## config.mk

```make
export PLATFORM = sky130hd
export DESIGN_NAME = ppm_sum_decoder_with_register_port_flat
export DESIGN_NICKNAME = d
export VERILOG_FILES = /design/src/rtl/ppmsd_pkg.sv /design/src/rtl/ppmsd_if.sv /design/src/rtl/ppm_sum_decoder_with_register_port.sv /design/src/rtl/ppmsd_ctrl.sv /design/src/rtl/ppmsd_datapath.sv /design/src/flat_wrapper.sv
export SDC_FILE = /design/constraint.sdc
export NUM_CORES = 2
export LEC_CHECK = 0
export BUFFER_PORTS_ARGS = -buffer_cell sky130_fd_sc_hd__buf_4
export CORE_ASPECT_RATIO = 1.4
export CORE_MARGIN = 1
export CORE_UTILIZATION = 47
export DETAILED_ROUTE_END_ITERATION = 10
export HOLD_SLACK_MARGIN = 0.05
export PLACE_DENSITY = 0.72
export SYNTH_ARGS = -nofsm -noshare
export SYNTH_HDL_FRONTEND = slang
export SYNTH_SLANG_ARGS = --single-unit
```

## constraint.sdc

```tcl
create_clock -name clk -period 4.5 [get_ports clk]
set_clock_uncertainty 0.15 [all_clocks]
set_input_delay 0.45 -clock clk [delete_from_list [all_inputs] [get_ports clk]]
set_output_delay 0.45 -clock clk [all_outputs]
set_load 0.03 [all_outputs]
```

## src/rtl/ppmsd_pkg.sv

```systemverilog
// Shared types and constants of the PPM-sum decoder.
package ppmsd_pkg;

    // Item action codes.
    localparam logic [1:0] ACTION_RISE = 2'd0;
    localparam logic [1:0] ACTION_FALL = 2'd1;
    localparam logic [1:0] ACTION_PORT = 2'd2;

    // Register numbers with a special meaning on the serial port.
    localparam logic [6:0] REG_READY       = 7'h7f;
    localparam logic [6:0] REG_CLEAR_READY = 7'h7e;

    // Saturation limit of one half period.
    localparam logic [15:0] PERIOD_MAX = 16'hffff;

    // Configuration register indexes and reset values.
    localparam int unsigned CFG_INDEX_W = 2;
    localparam logic [CFG_INDEX_W-1:0] CFG_SYNC_WIDTH   = 2'd0;
    localparam logic [CFG_INDEX_W-1:0] CFG_MIN_WIDTH    = 2'd1;
    localparam logic [CFG_INDEX_W-1:0] CFG_MAX_WIDTH    = 2'd2;
    localparam logic [CFG_INDEX_W-1:0] CFG_MIN_CHANNELS = 2'd3;
    localparam int unsigned CFG_DATA_W = 16;

    localparam logic [15:0] SYNC_WIDTH_RESET   = 16'd2700;
    localparam logic [15:0] MIN_WIDTH_RESET    = 16'd800;
    localparam logic [15:0] MAX_WIDTH_RESET    = 16'd2200;
    localparam logic [3:0]  MIN_CHANNELS_RESET = 4'd5;

    // Controller states.
    typedef enum logic [2:0] {
        ST_IDLE,
        ST_EXEC,
        ST_PAIR,
        ST_PULSE,
        ST_COPY,
        ST_READ,
        ST_FINISH
    } ctrl_state_t;

    // Commands from the controller to the datapath.
    typedef struct packed {
        logic capture;
        logic edge_step;
        logic pair_step;
        logic pulse_step;
        logic copy_step;
        logic port_step;
        logic read_done;
        logic load_result;
    } ctrl_cmd_t;

    // Status from the datapath to the controller.
    typedef struct packed {
        logic [1:0] action;
        logic       bank_read;
        logic       have_pair;
        logic       publish;
        logic       copy_none;
        logic       copy_last;
    } dp_status_t;

endpackage

```

## src/rtl/ppmsd_if.sv

```systemverilog
// Channel interfaces of the PPM-sum decoder: input items and result items.
interface ppmsd_item_if;
    logic        valid;
    logic        ready;
    logic [1:0]  action;
    logic [31:0] edge_time;
    logic [15:0] port_frame;

    modport source (output valid, output action, output edge_time, output port_frame,
                    input ready);
    modport sink (input valid, input action, input edge_time, input port_frame,
                  output ready);
endinterface

interface ppmsd_result_if;
    logic       valid;
    logic       ready;
    logic [7:0] tx_byte;
    logic       frame_ready;

    modport source (output valid, output tx_byte, output frame_ready, input ready);
    modport sink (input valid, input tx_byte, input frame_ready, output ready);
endinterface

```

## src/rtl/ppm_sum_decoder_with_register_port.sv

```systemverilog
// Top level of the PPM-sum decoder with a byte-wide register port.
//
// Each input transaction is a rising edge, a falling edge or a serial port frame, and
// yields exactly one result transaction carrying the reply byte for the next serial
// frame and the frame-ready flag. Items are processed one at a time. An edge passes
// through the execute and pair states, then the pulse state when it completes a pulse,
// and the copy state when it publishes a frame of n channels, where the frame copy
// writes one byte per cycle through the single write port of the register bank. A
// bank read passes through an extra read state for the registered memory read. The
// result is loaded only once the output register is free, so a stalled receiver holds
// the block in its final state. The next item is accepted while a result still waits
// in the output register. The bank reads as zero until written; no clearing pass is
// needed after reset. Configuration registers are to be written only while the block
// is idle; the block itself does not enforce this.
module ppm_sum_decoder_with_register_port
    import ppmsd_pkg::*;
#(
    parameter int unsigned NUM_CHANNELS = 8,
    parameter int unsigned BANK_DEPTH   = 128
)
(
    input  logic                   clk,
    input  logic                   rst_n,
    ppmsd_item_if.sink             item,
    ppmsd_result_if.source         result,
    input  logic                   cfg_wr_en,
    input  logic [CFG_INDEX_W-1:0] cfg_index,
    input  logic [CFG_DATA_W-1:0]  cfg_wr_data
);

    ctrl_cmd_t  cmd;
    dp_status_t status;

    // Sequencing of one item.
    ppmsd_ctrl u_ctrl (
        .clk       (clk),
        .rst_n     (rst_n),
        .in_valid  (item.valid),
        .in_ready  (item.ready),
        .out_valid (result.valid),
        .out_ready (result.ready),
        .status    (status),
        .cmd       (cmd)
    );

    // Decoder state, register bank and result register.
    ppmsd_datapath #(
        .NUM_CHANNELS (NUM_CHANNELS),
        .BANK_DEPTH   (BANK_DEPTH)
    ) u_datapath (
        .clk           (clk),
        .rst_n         (rst_n),
        .cmd           (cmd),
        .status        (status),
        .in_action     (item.action),
        .in_edge_time  (item.edge_time),
        .in_port_frame (item.port_frame),
        .cfg_wr_en     (cfg_wr_en),
        .cfg_index     (cfg_index),
        .cfg_wr_data   (cfg_wr_data),
        .tx_byte       (result.tx_byte),
        .frame_ready   (result.frame_ready)
    );

endmodule

```

## src/rtl/ppmsd_ctrl.sv

```systemverilog
// Controller state machine of the PPM-sum decoder.
module ppmsd_ctrl
    import ppmsd_pkg::*;
(
    input  logic       clk,
    input  logic       rst_n,
    input  logic       in_valid,
    output logic       in_ready,
    output logic       out_valid,
    input  logic       out_ready,
    input  dp_status_t status,
    output ctrl_cmd_t  cmd
);

    ctrl_state_t state_reg;
    ctrl_state_t state_next;
    logic        out_valid_reg;
    logic        out_valid_next;
    logic        slot_free;

    // The result register can take a new result when empty or being drained.
    assign slot_free = !out_valid_reg || out_ready;

    // Next-state logic.
    always_comb
    begin
        state_next = state_reg;
        case (state_reg)
            ST_IDLE:
            begin
                if (in_valid)
                    state_next = ST_EXEC;
            end
            ST_EXEC:
            begin
                if (status.action == ACTION_RISE || status.action == ACTION_FALL)
                    state_next = ST_PAIR;
                else if (status.action == ACTION_PORT && status.bank_read)
                    state_next = ST_READ;
                else
                    state_next = ST_FINISH;
            end
            ST_PAIR:
            begin
                if (status.have_pair)
                    state_next = ST_PULSE;
                else
                    state_next = ST_FINISH;
            end
            ST_PULSE:
            begin
                if (status.publish && !status.copy_none)
                    state_next = ST_COPY;
                else
                    state_next = ST_FINISH;
            end
            ST_COPY:
            begin
                if (status.copy_last)
                    state_next = ST_FINISH;
            end
            ST_READ:
            begin
                state_next = ST_FINISH;
            end
            ST_FINISH:
            begin
                if (slot_free)
                    state_next = ST_IDLE;
            end
            default:
            begin
                state_next = ST_IDLE;
            end
        endcase
    end

    // Output logic: datapath commands for the current state.
    always_comb
    begin
        cmd = '0;
        case (state_reg)
            ST_IDLE:   cmd.capture = in_valid;
            ST_EXEC:
            begin
                cmd.edge_step = (status.action == ACTION_RISE ||
                                 status.action == ACTION_FALL);
                cmd.port_step = (status.action == ACTION_PORT);
            end
            ST_PAIR:   cmd.pair_step = 1'b1;
            ST_PULSE:  cmd.pulse_step = 1'b1;
            ST_COPY:   cmd.copy_step = 1'b1;
            ST_READ:   cmd.read_done = 1'b1;
            ST_FINISH: cmd.load_result = slot_free;
            default:   cmd = '0;
        endcase
    end

    // The result valid flag follows the output transaction.
    always_comb
    begin
        if (cmd.load_result)
            out_valid_next = 1'b1;
        else if (out_ready)
            out_valid_next = 1'b0;
        else
            out_valid_next = out_valid_reg;
    end

    always_ff @(posedge clk or negedge rst_n)
    begin
        if (!rst_n)
        begin
            state_reg     <= ST_IDLE;
            out_valid_reg <= 1'b0;
        end
        else
        begin
            state_reg     <= state_next;
            out_valid_reg <= out_valid_next;
        end
    end

    assign in_ready  = (state_reg == ST_IDLE);
    assign out_valid = out_valid_reg;

endmodule

```

## src/rtl/ppmsd_datapath.sv

```systemverilog
// Datapath of the PPM-sum decoder: timing, frame decoding, pulse store and register bank.
module ppmsd_datapath
    import ppmsd_pkg::*;
#(
    parameter int unsigned NUM_CHANNELS = 8,
    parameter int unsigned BANK_DEPTH   = 128
)
(
    input  logic                   clk,
    input  logic                   rst_n,
    input  ctrl_cmd_t              cmd,
    output dp_status_t             status,
    input  logic [1:0]             in_action,
    input  logic [31:0]            in_edge_time,
    input  logic [15:0]            in_port_frame,
    input  logic                   cfg_wr_en,
    input  logic [CFG_INDEX_W-1:0] cfg_index,
    input  logic [CFG_DATA_W-1:0]  cfg_wr_data,
    output logic [7:0]             tx_byte,
    output logic                   frame_ready
);

    localparam int unsigned IDX_W  = $clog2(NUM_CHANNELS + 1);
    localparam int unsigned SLOT_W = (NUM_CHANNELS > 1) ? $clog2(NUM_CHANNELS) : 1;
    localparam int unsigned ADDR_W = $clog2(BANK_DEPTH);
    localparam logic [7:0]  BANK_LIMIT = 8'(BANK_DEPTH);
    localparam logic [IDX_W-1:0] LAST_SLOT = IDX_W'(NUM_CHANNELS - 1);
    localparam logic [IDX_W-1:0] FULL_COUNT = IDX_W'(NUM_CHANNELS);

    // Configuration registers.
    logic [15:0] sync_width_reg;
    logic [15:0] min_width_reg;
    logic [15:0] max_width_reg;
    logic [3:0]  min_channels_reg;

    // Captured item.
    logic [1:0]  action_reg;
    logic [31:0] time_reg;
    logic [15:0] frame_reg;

    // Decoder state.
    logic [31:0]      last_time_reg;
    logic [15:0]      low_reg;
    logic [15:0]      high_reg;
    logic [15:0]      width_reg;
    logic [IDX_W-1:0] idx_reg;
    logic             unsynced_reg;
    logic             flag_reg;
    logic [7:0]       reply_reg;
    logic [15:0]      store_mem [NUM_CHANNELS];

    // Frame copy sequencer.
    logic [IDX_W-1:0]  copy_count_reg;
    logic [SLOT_W-1:0] copy_slot_reg;
    logic              copy_hi_reg;

    // Register bank with one valid bit per byte.
    logic [7:0]        bank_mem [BANK_DEPTH];
    logic              bank_valid_reg [BANK_DEPTH];
    logic [7:0]        rd_data_reg;
    logic              rd_valid_reg;

    // Result register.
    logic [7:0] tx_byte_reg;
    logic       frame_ready_reg;

    // Combinational helpers.
    logic [31:0]       dt;
    logic [15:0]       dt_sat;
    logic [16:0]       pair_sum;
    logic              have_pair;
    logic              is_sync;
    logic              in_range;
    logic              full;
    logic              publish;
    logic [6:0]        regno;
    logic              regno_in_bank;
    logic [7:0]        copy_byte;
    logic [15:0]       copy_word;
    logic              bank_wr_en;
    logic [ADDR_W-1:0] bank_wr_addr;
    logic [7:0]        bank_wr_data;

    // Half-period measurement, saturated to 16 bits.
    assign dt       = time_reg - last_time_reg;
    assign dt_sat   = (|dt[31:16]) ? PERIOD_MAX : dt[15:0];
    assign pair_sum = 17'(high_reg) + 17'(low_reg);
    assign have_pair = (high_reg != 16'd0) && (low_reg != 16'd0);

    // Pulse classification against the configured limits.
    assign is_sync  = (width_reg >= sync_width_reg);
    assign in_range = (width_reg >= min_width_reg) && (width_reg <= max_width_reg);
    assign full     = in_range && (idx_reg == LAST_SLOT);
    assign publish  = !flag_reg && !unsynced_reg &&
                      ((is_sync && (16'(idx_reg) >= 16'(min_channels_reg))) ||
                       (!is_sync && full));

    // Serial port frame decoding.
    assign regno         = frame_reg[14:8];
    assign regno_in_bank = ({1'b0, regno} < BANK_LIMIT);

    // Frame copy source: low byte first, then high byte.
    assign copy_byte = 8'({copy_slot_reg, copy_hi_reg});
    assign copy_word = store_mem[copy_slot_reg];

    // Status to the controller.
    assign status.action    = action_reg;
    assign status.bank_read = frame_reg[15] && (regno != REG_READY);
    assign status.have_pair = have_pair;
    assign status.publish   = publish;
    assign status.copy_none = is_sync && (idx_reg == '0);
    assign status.copy_last = copy_hi_reg &&
                              (16'(copy_slot_reg) + 16'd1 == 16'(copy_count_reg));

    // Single bank write port shared by the frame copy and port writes.
    always_comb
    begin
        bank_wr_en   = 1'b0;
        bank_wr_addr = copy_byte[ADDR_W-1:0];
        bank_wr_data = copy_hi_reg ? copy_word[15:8] : copy_word[7:0];
        if (cmd.copy_step)
        begin
            bank_wr_en = (copy_byte < BANK_LIMIT);
        end
        else if (cmd.port_step && !frame_reg[15] && regno != REG_CLEAR_READY)
        begin
            bank_wr_en   = regno_in_bank;
            bank_wr_addr = regno[ADDR_W-1:0];
            bank_wr_data = frame_reg[7:0];
        end
    end

    // Configuration writes.
    always_ff @(posedge clk or negedge rst_n)
    begin
        if (!rst_n)
        begin
            sync_width_reg   <= SYNC_WIDTH_RESET;
            min_width_reg    <= MIN_WIDTH_RESET;
            max_width_reg    <= MAX_WIDTH_RESET;
            min_channels_reg <= MIN_CHANNELS_RESET;
        end
        else if (cfg_wr_en)
        begin
            case (cfg_index)
                CFG_SYNC_WIDTH:   sync_width_reg   <= cfg_wr_data[15:0];
                CFG_MIN_WIDTH:    min_width_reg    <= cfg_wr_data[15:0];
                CFG_MAX_WIDTH:    max_width_reg    <= cfg_wr_data[15:0];
                CFG_MIN_CHANNELS: min_channels_reg <= cfg_wr_data[3:0];
                default:          ;
            endcase
        end
    end

    // Item capture and pulse width payload registers.
    always_ff @(posedge clk)
    begin
        if (cmd.capture)
        begin
            action_reg <= in_action;
            time_reg   <= in_edge_time;
            frame_reg  <= in_port_frame;
        end
        if (cmd.pair_step && have_pair)
            width_reg <= pair_sum[16:1];
    end

    // Edge timing and frame decoding state.
    always_ff @(posedge clk or negedge rst_n)
    begin
        if (!rst_n)
        begin
            last_time_reg  <= '0;
            low_reg        <= '0;
            high_reg       <= '0;
            idx_reg        <= '0;
            unsynced_reg   <= 1'b0;
            flag_reg       <= 1'b0;
            reply_reg      <= '0;
            copy_count_reg <= '0;
            copy_slot_reg  <= '0;
            copy_hi_reg    <= 1'b0;
        end
        else
        begin
            // A rising edge ends a low period, a falling edge a high period.
            if (cmd.edge_step)
            begin
                last_time_reg <= time_reg;
                if (action_reg == ACTION_RISE)
                    low_reg <= dt_sat;
                else
                    high_reg <= dt_sat;
            end

            // A complete pair becomes one pulse width.
            if (cmd.pair_step && have_pair)
            begin
                low_reg  <= '0;
                high_reg <= '0;
            end

            // Channel slot bookkeeping for one pulse.
            if (cmd.pulse_step)
            begin
                if (is_sync)
                begin
                    idx_reg        <= '0;
                    unsynced_reg   <= 1'b0;
                    copy_count_reg <= idx_reg;
                end
                else if (!unsynced_reg && in_range)
                begin
                    if (full)
                    begin
                        idx_reg        <= '0;
                        unsynced_reg   <= 1'b1;
                        copy_count_reg <= FULL_COUNT;
                    end
                    else
                    begin
                        idx_reg <= idx_reg + 1'b1;
                    end
                end
                if (publish)
                begin
                    flag_reg      <= 1'b1;
                    copy_slot_reg <= '0;
                    copy_hi_reg   <= 1'b0;
                end
            end

            // Frame copy advances one byte per cycle.
            if (cmd.copy_step)
            begin
                copy_hi_reg <= !copy_hi_reg;
                if (copy_hi_reg)
                    copy_slot_reg <= copy_slot_reg + 1'b1;
            end

            // Serial port frame: flag read, flag clear.
            if (cmd.port_step)
            begin
                if (frame_reg[15] && regno == REG_READY)
                    reply_reg <= {7'd0, flag_reg};
                else if (!frame_reg[15] && regno == REG_CLEAR_READY)
                    flag_reg <= 1'b0;
            end

            // Bank read data, registered at the port step, is taken into the reply in the following read state.
            if (cmd.read_done)
                reply_reg <= rd_valid_reg ? rd_data_reg : 8'd0;
        end
    end

    // Pulse store: written at the current channel slot.
    always_ff @(posedge clk)
    begin
        if (cmd.pulse_step && !is_sync && !unsynced_reg && in_range)
            store_mem[idx_reg[SLOT_W-1:0]] <= width_reg;
    end

    // Register bank memory with registered read.
    always_ff @(posedge clk)
    begin
        if (bank_wr_en)
            bank_mem[bank_wr_addr] <= bank_wr_data;
        if (cmd.port_step)
            rd_data_reg <= bank_mem[regno[ADDR_W-1:0]];
    end

    // Valid bits: an unwritten byte reads as zero.
    always_ff @(posedge clk or negedge rst_n)
    begin
        if (!rst_n)
        begin
            for (int i = 0; i < BANK_DEPTH; i++)
                bank_valid_reg[i] <= 1'b0;
            rd_valid_reg <= 1'b0;
        end
        else
        begin
            if (bank_wr_en)
                bank_valid_reg[bank_wr_addr] <= 1'b1;
            if (cmd.port_step)
                rd_valid_reg <= regno_in_bank && bank_valid_reg[regno[ADDR_W-1:0]];
        end
    end

    // Result register for the output transaction.
    always_ff @(posedge clk)
    begin
        if (cmd.load_result)
        begin
            tx_byte_reg     <= reply_reg;
            frame_ready_reg <= flag_reg;
        end
    end

    assign tx_byte     = tx_byte_reg;
    assign frame_ready = frame_ready_reg;

    // The channel slot never reaches the slot count between pulses.
    a_idx_bound: assert property (@(posedge clk) disable iff (!rst_n)
        16'(idx_reg) < 16'(NUM_CHANNELS))
        else $error("channel slot index out of range");

    // While unsynchronized no channel is counted.
    a_unsynced_idle: assert property (@(posedge clk) disable iff (!rst_n)
        unsynced_reg |-> (idx_reg == '0))
        else $error("channel count while unsynchronized");

    // The ready flag rises only through a published frame.
    a_flag_rise: assert property (@(posedge clk) disable iff (!rst_n)
        $rose(flag_reg) |-> $past(cmd.pulse_step && publish))
        else $error("ready flag set without a published frame");

    // A frame copy runs only with the ready flag already set.
    a_copy_flag: assert property (@(posedge clk) disable iff (!rst_n)
        cmd.copy_step |-> flag_reg)
        else $error("frame copy without ready flag");

endmodule

```

## src/flat_wrapper.sv

```systemverilog
// flat-port wrapper written by rule: the top's interface ports become plain ports
module ppm_sum_decoder_with_register_port_flat import ppmsd_pkg::*;
#(
    parameter int unsigned NUM_CHANNELS = 8,
    parameter int unsigned BANK_DEPTH   = 128
)
  (clk, rst_n, cfg_wr_en, cfg_index, cfg_wr_data, item_valid, item_action, item_edge_time, item_port_frame, item_ready, result_valid, result_tx_byte, result_frame_ready, result_ready);
  ppmsd_item_if item_i ();
  ppmsd_result_if result_i ();
  input  logic clk;
  input  logic rst_n;
  input  logic cfg_wr_en;
  input  logic [CFG_INDEX_W-1:0] cfg_index;
  input  logic [CFG_DATA_W-1:0] cfg_wr_data;
  input wire logic [$bits(item_i.valid)-1:0] item_valid;
  input wire logic [$bits(item_i.action)-1:0] item_action;
  input wire logic [$bits(item_i.edge_time)-1:0] item_edge_time;
  input wire logic [$bits(item_i.port_frame)-1:0] item_port_frame;
  output wire logic [$bits(item_i.ready)-1:0] item_ready;
  output wire logic [$bits(result_i.valid)-1:0] result_valid;
  output wire logic [$bits(result_i.tx_byte)-1:0] result_tx_byte;
  output wire logic [$bits(result_i.frame_ready)-1:0] result_frame_ready;
  input wire logic [$bits(result_i.ready)-1:0] result_ready;
  assign item_i.valid = item_valid;
  assign item_i.action = item_action;
  assign item_i.edge_time = item_edge_time;
  assign item_i.port_frame = item_port_frame;
  assign item_ready = item_i.ready;
  assign result_valid = result_i.valid;
  assign result_tx_byte = result_i.tx_byte;
  assign result_frame_ready = result_i.frame_ready;
  assign result_i.ready = result_ready;
  ppm_sum_decoder_with_register_port #(.NUM_CHANNELS(NUM_CHANNELS), .BANK_DEPTH(BANK_DEPTH)) u_core (.clk(clk), .rst_n(rst_n), .item(item_i), .result(result_i), .cfg_wr_en(cfg_wr_en), .cfg_index(cfg_index), .cfg_wr_data(cfg_wr_data));
endmodule
```

==> flow_summary.yaml <==
floorplan:
  ios: 84
  die_x_um: 309
  rows: 157
  core_um2: 131000
  fp.dieH_um: 432
  initial_core_util_pct: 47.3
  design.die.area_um2: 133000
clock_tree:
  clk_pin_slew_ns: 0.07
  post_cts_buffers: 0
  clock-root-buffer: "clkbuf_16"
  clock_latency_ns: 0.78
  cts_buffers: 138
  cts_sinks: 1506
  cts_tree: "built"
  htree_levels: 4
  clock_path_buffers: 3
setup_path:
  worstPathRequired_ns: 4.79
  worst_setup_path_start_kind: "register"
  arrival_ns: 4.37
  critPathCaptureType: "register"
  crit_type: "register to register"
  cp_max_fo: 16
grt:
  grt_max_degree: 129
  grt_antenna_before_repair: 4
  grt_first_pass_wirelength_mm: 216
  grt_pass1_vias: 33800
  grtUsageTotal_pct: 22.0
  grt-ovfl-total: 0
yosys:
  yosys-top-cells-count: "1235 x edfxtp_1, 414 x mux4_2, 257 x dfrtp_1, 227 x nor2_1, 149 x nand2_1"
  synthTopCellsByArea: "edfxtp_1 60%, mux4_2 15%, dfrtp_1 10%"
  synth_seq_cells: 1506
  ys.flop_type: "edfxtp_1"
  ys_warn_count: 0
  synth_cell_types: 78
  async_flop_share_pct: 18.0
  yosysMostFrequentCell: "edfxtp_1"
  synthCells: 3408
  synth.largest_area_cell: "edfxtp_1"
  synth_edf_count: 1235
  syn_avg_cell_area_um2: 18.2
  ys_seq_area_share_pct: 70.9
  synth.top_cell.area_share_pct: 59.9
  syn-cell-area_um2: 61900
cells_and_area:
  area_growth_pct: 14.8
  final_cells: 5578
  largest_reg_flops: 1024
  final_layout_size_suffix_gt1_share_pct: 28.5
  num-nets-final: 3886
place:
  gp_congestion: 0.857
  io_buffers: 83
  dpl.cell_count: 5242
  dp_hpwl_mm: 90.1
sta:
  finalSetupTns_ns: 0
  min_period_over_period_pct: 90.8
  slew_headroom_pct: 29.9
  fmax_mhz: 245
  final-setup-viol-count: 0
  tightest_slew_ns: 1.05
  period_minus_slack_ns: 4.08
  hold_violations: 0
  rsz0062_at_grt: "no"
  report.final.slew_viol_count: 0
routing:
  antenna_left: 0
  num_vias: 32500
  routed_wl_mm: 143
  firstDrtPassIters: 8
  vias_per_cell: 5.83
  wl_per_cell_um: 25.7
  drc: 0
  dr.first_iter.drc_count: 3079
power_and_ir_drop:
  ir_drop_v: 0.000840
  fin_total_pwr_mw: 42.7
  power_density_nw_per_um2: 601
  p_leak_nw: 25.1
outcome:
  status: "complete, no violations"
worst_hold_path:
  min_path_type: "primary input to asynchronous set/reset pin"
run:
  cap_viol_max_count: 0
[final timing paths]
path	startpoint	endpoint	slack (ns)	cells after the start
max	u_core.u_datapath.width_reg[0]	u_core.u_datapath.store_mem[2][15]	0.42	12
min in group clk	cfg_wr_en	u_core.u_datapath.min_channels_reg[0]	0.12	3
max in group asynchronous	rst_n	u_core.u_datapath.min_width_reg[2]	2.85	3
min	rst_n	u_core.u_datapath.last_time_reg[11]	0.1	2
max reg2reg	u_core.u_datapath.width_reg[0]	u_core.u_datapath.store_mem[2][15]	0.42	12
min reg2reg	u_core.u_datapath.bank_valid_reg[1]	u_core.u_datapath.bank_valid_reg[1]	0.24	0
[worst max-delay path: stages, from the launching register on]
cell      delay [ns]
edfxtp_1        0.52
inv_1           0.15
ha_1            0.28
nand2b_1        0.14
a21o_1          0.19
a21oi_1         0.21
o21ai_0         0.20
a31oi_1         0.26
o21ai_0         0.39
nor4b_2         0.59
nand2_1         0.22
nor3_2          0.15
buf_4           0.29
[routing by layer]
layer	vias up	wire length [um]	track usage (%)
met2	1132	75900	38.8
met5	-	13	0
li1	14100	-	-
met4	2	5080	8.25
met3	261	8610	3.22
met1	17100	53900	27.5
[where the power goes]
group          total [mW]  leakage (nW)  internal [mW]  switching [mW]
clock network        12.0          2.27           6.79            5.23
logic                11.1          8.13           3.74            7.39
registers            19.5          14.7           18.9           0.673
[kinds of logic after synthesis]
group / count (synthesis) / synth area share (%)
buffers and inverters: 266 / 1.69
other: 1 / 0.00605
AOI/OAI and AO/OA: 363 / 3.61
adders and majority gates: 103 / 2.11
and+or+nand+nor: 670 / 5.27
xor gates and xnor gates: 29 / 0.410
DFF: 1506 / 70.9
muxes: 470 / 16.1
[area by class of cell]
class / count / area, um2
fillers: 10000 / 59700
flip-flops and latches: 1506 / 43900
multi-input cells: 1643 / 17100
clock buffers: 180 / 3760
repair buffers: 314 / 2830
well taps: 1749 / 2190
clock inverters: 77 / 883
inverters: 107 / 402
diodes: 2 / 5.00
[cells in the final DEF (no fill, tap or decap), types with 15 or more instances in the layout]
cell type and instances:
mux2_2 47, nand4_1 22, a21o_1 23, or2_2 131, o21ai_0 137, clkbuf_16 141, inv_1 107, mux4_2 414
clkinv_2 25, edfxtp_1 1235, clkbuf_1 30, dlygate4sd3_1 77, buf_12 22, nor2_1 227, xnor2_1 19, a21oi_1 89
ha_1 101, nand2_1 141, nand3_1 23, nor3_1 22, buf_4 214, nand2b_1 16, nor4_1 15, dfrtp_1 256
nor2b_1 15
[timing repair]
action,in CTS,in global routing
hold buffers,77,0
endpoints found under the setup margin,0,0
gates resized for setup,0,0
endpoints found under the hold margin,175,0
[through the flow]
step	hold slack [ns]	setup WS (ns)	util (%)	cell area, um2
6_report	0.0972	0.415	54.3	71100
5_1_grt	0.112	0.150	54.3	71100
4_1_cts	0.0609	0.431	54.3	71100
3_5_place_dp	0.212	0.474	50.2	65700
3_3_place_gp	0.211	0.510	50.2	65700
2_1_floorplan	0.00441	0.144	-	62000
Note: power is estimated with default switching activity, not from simulation.
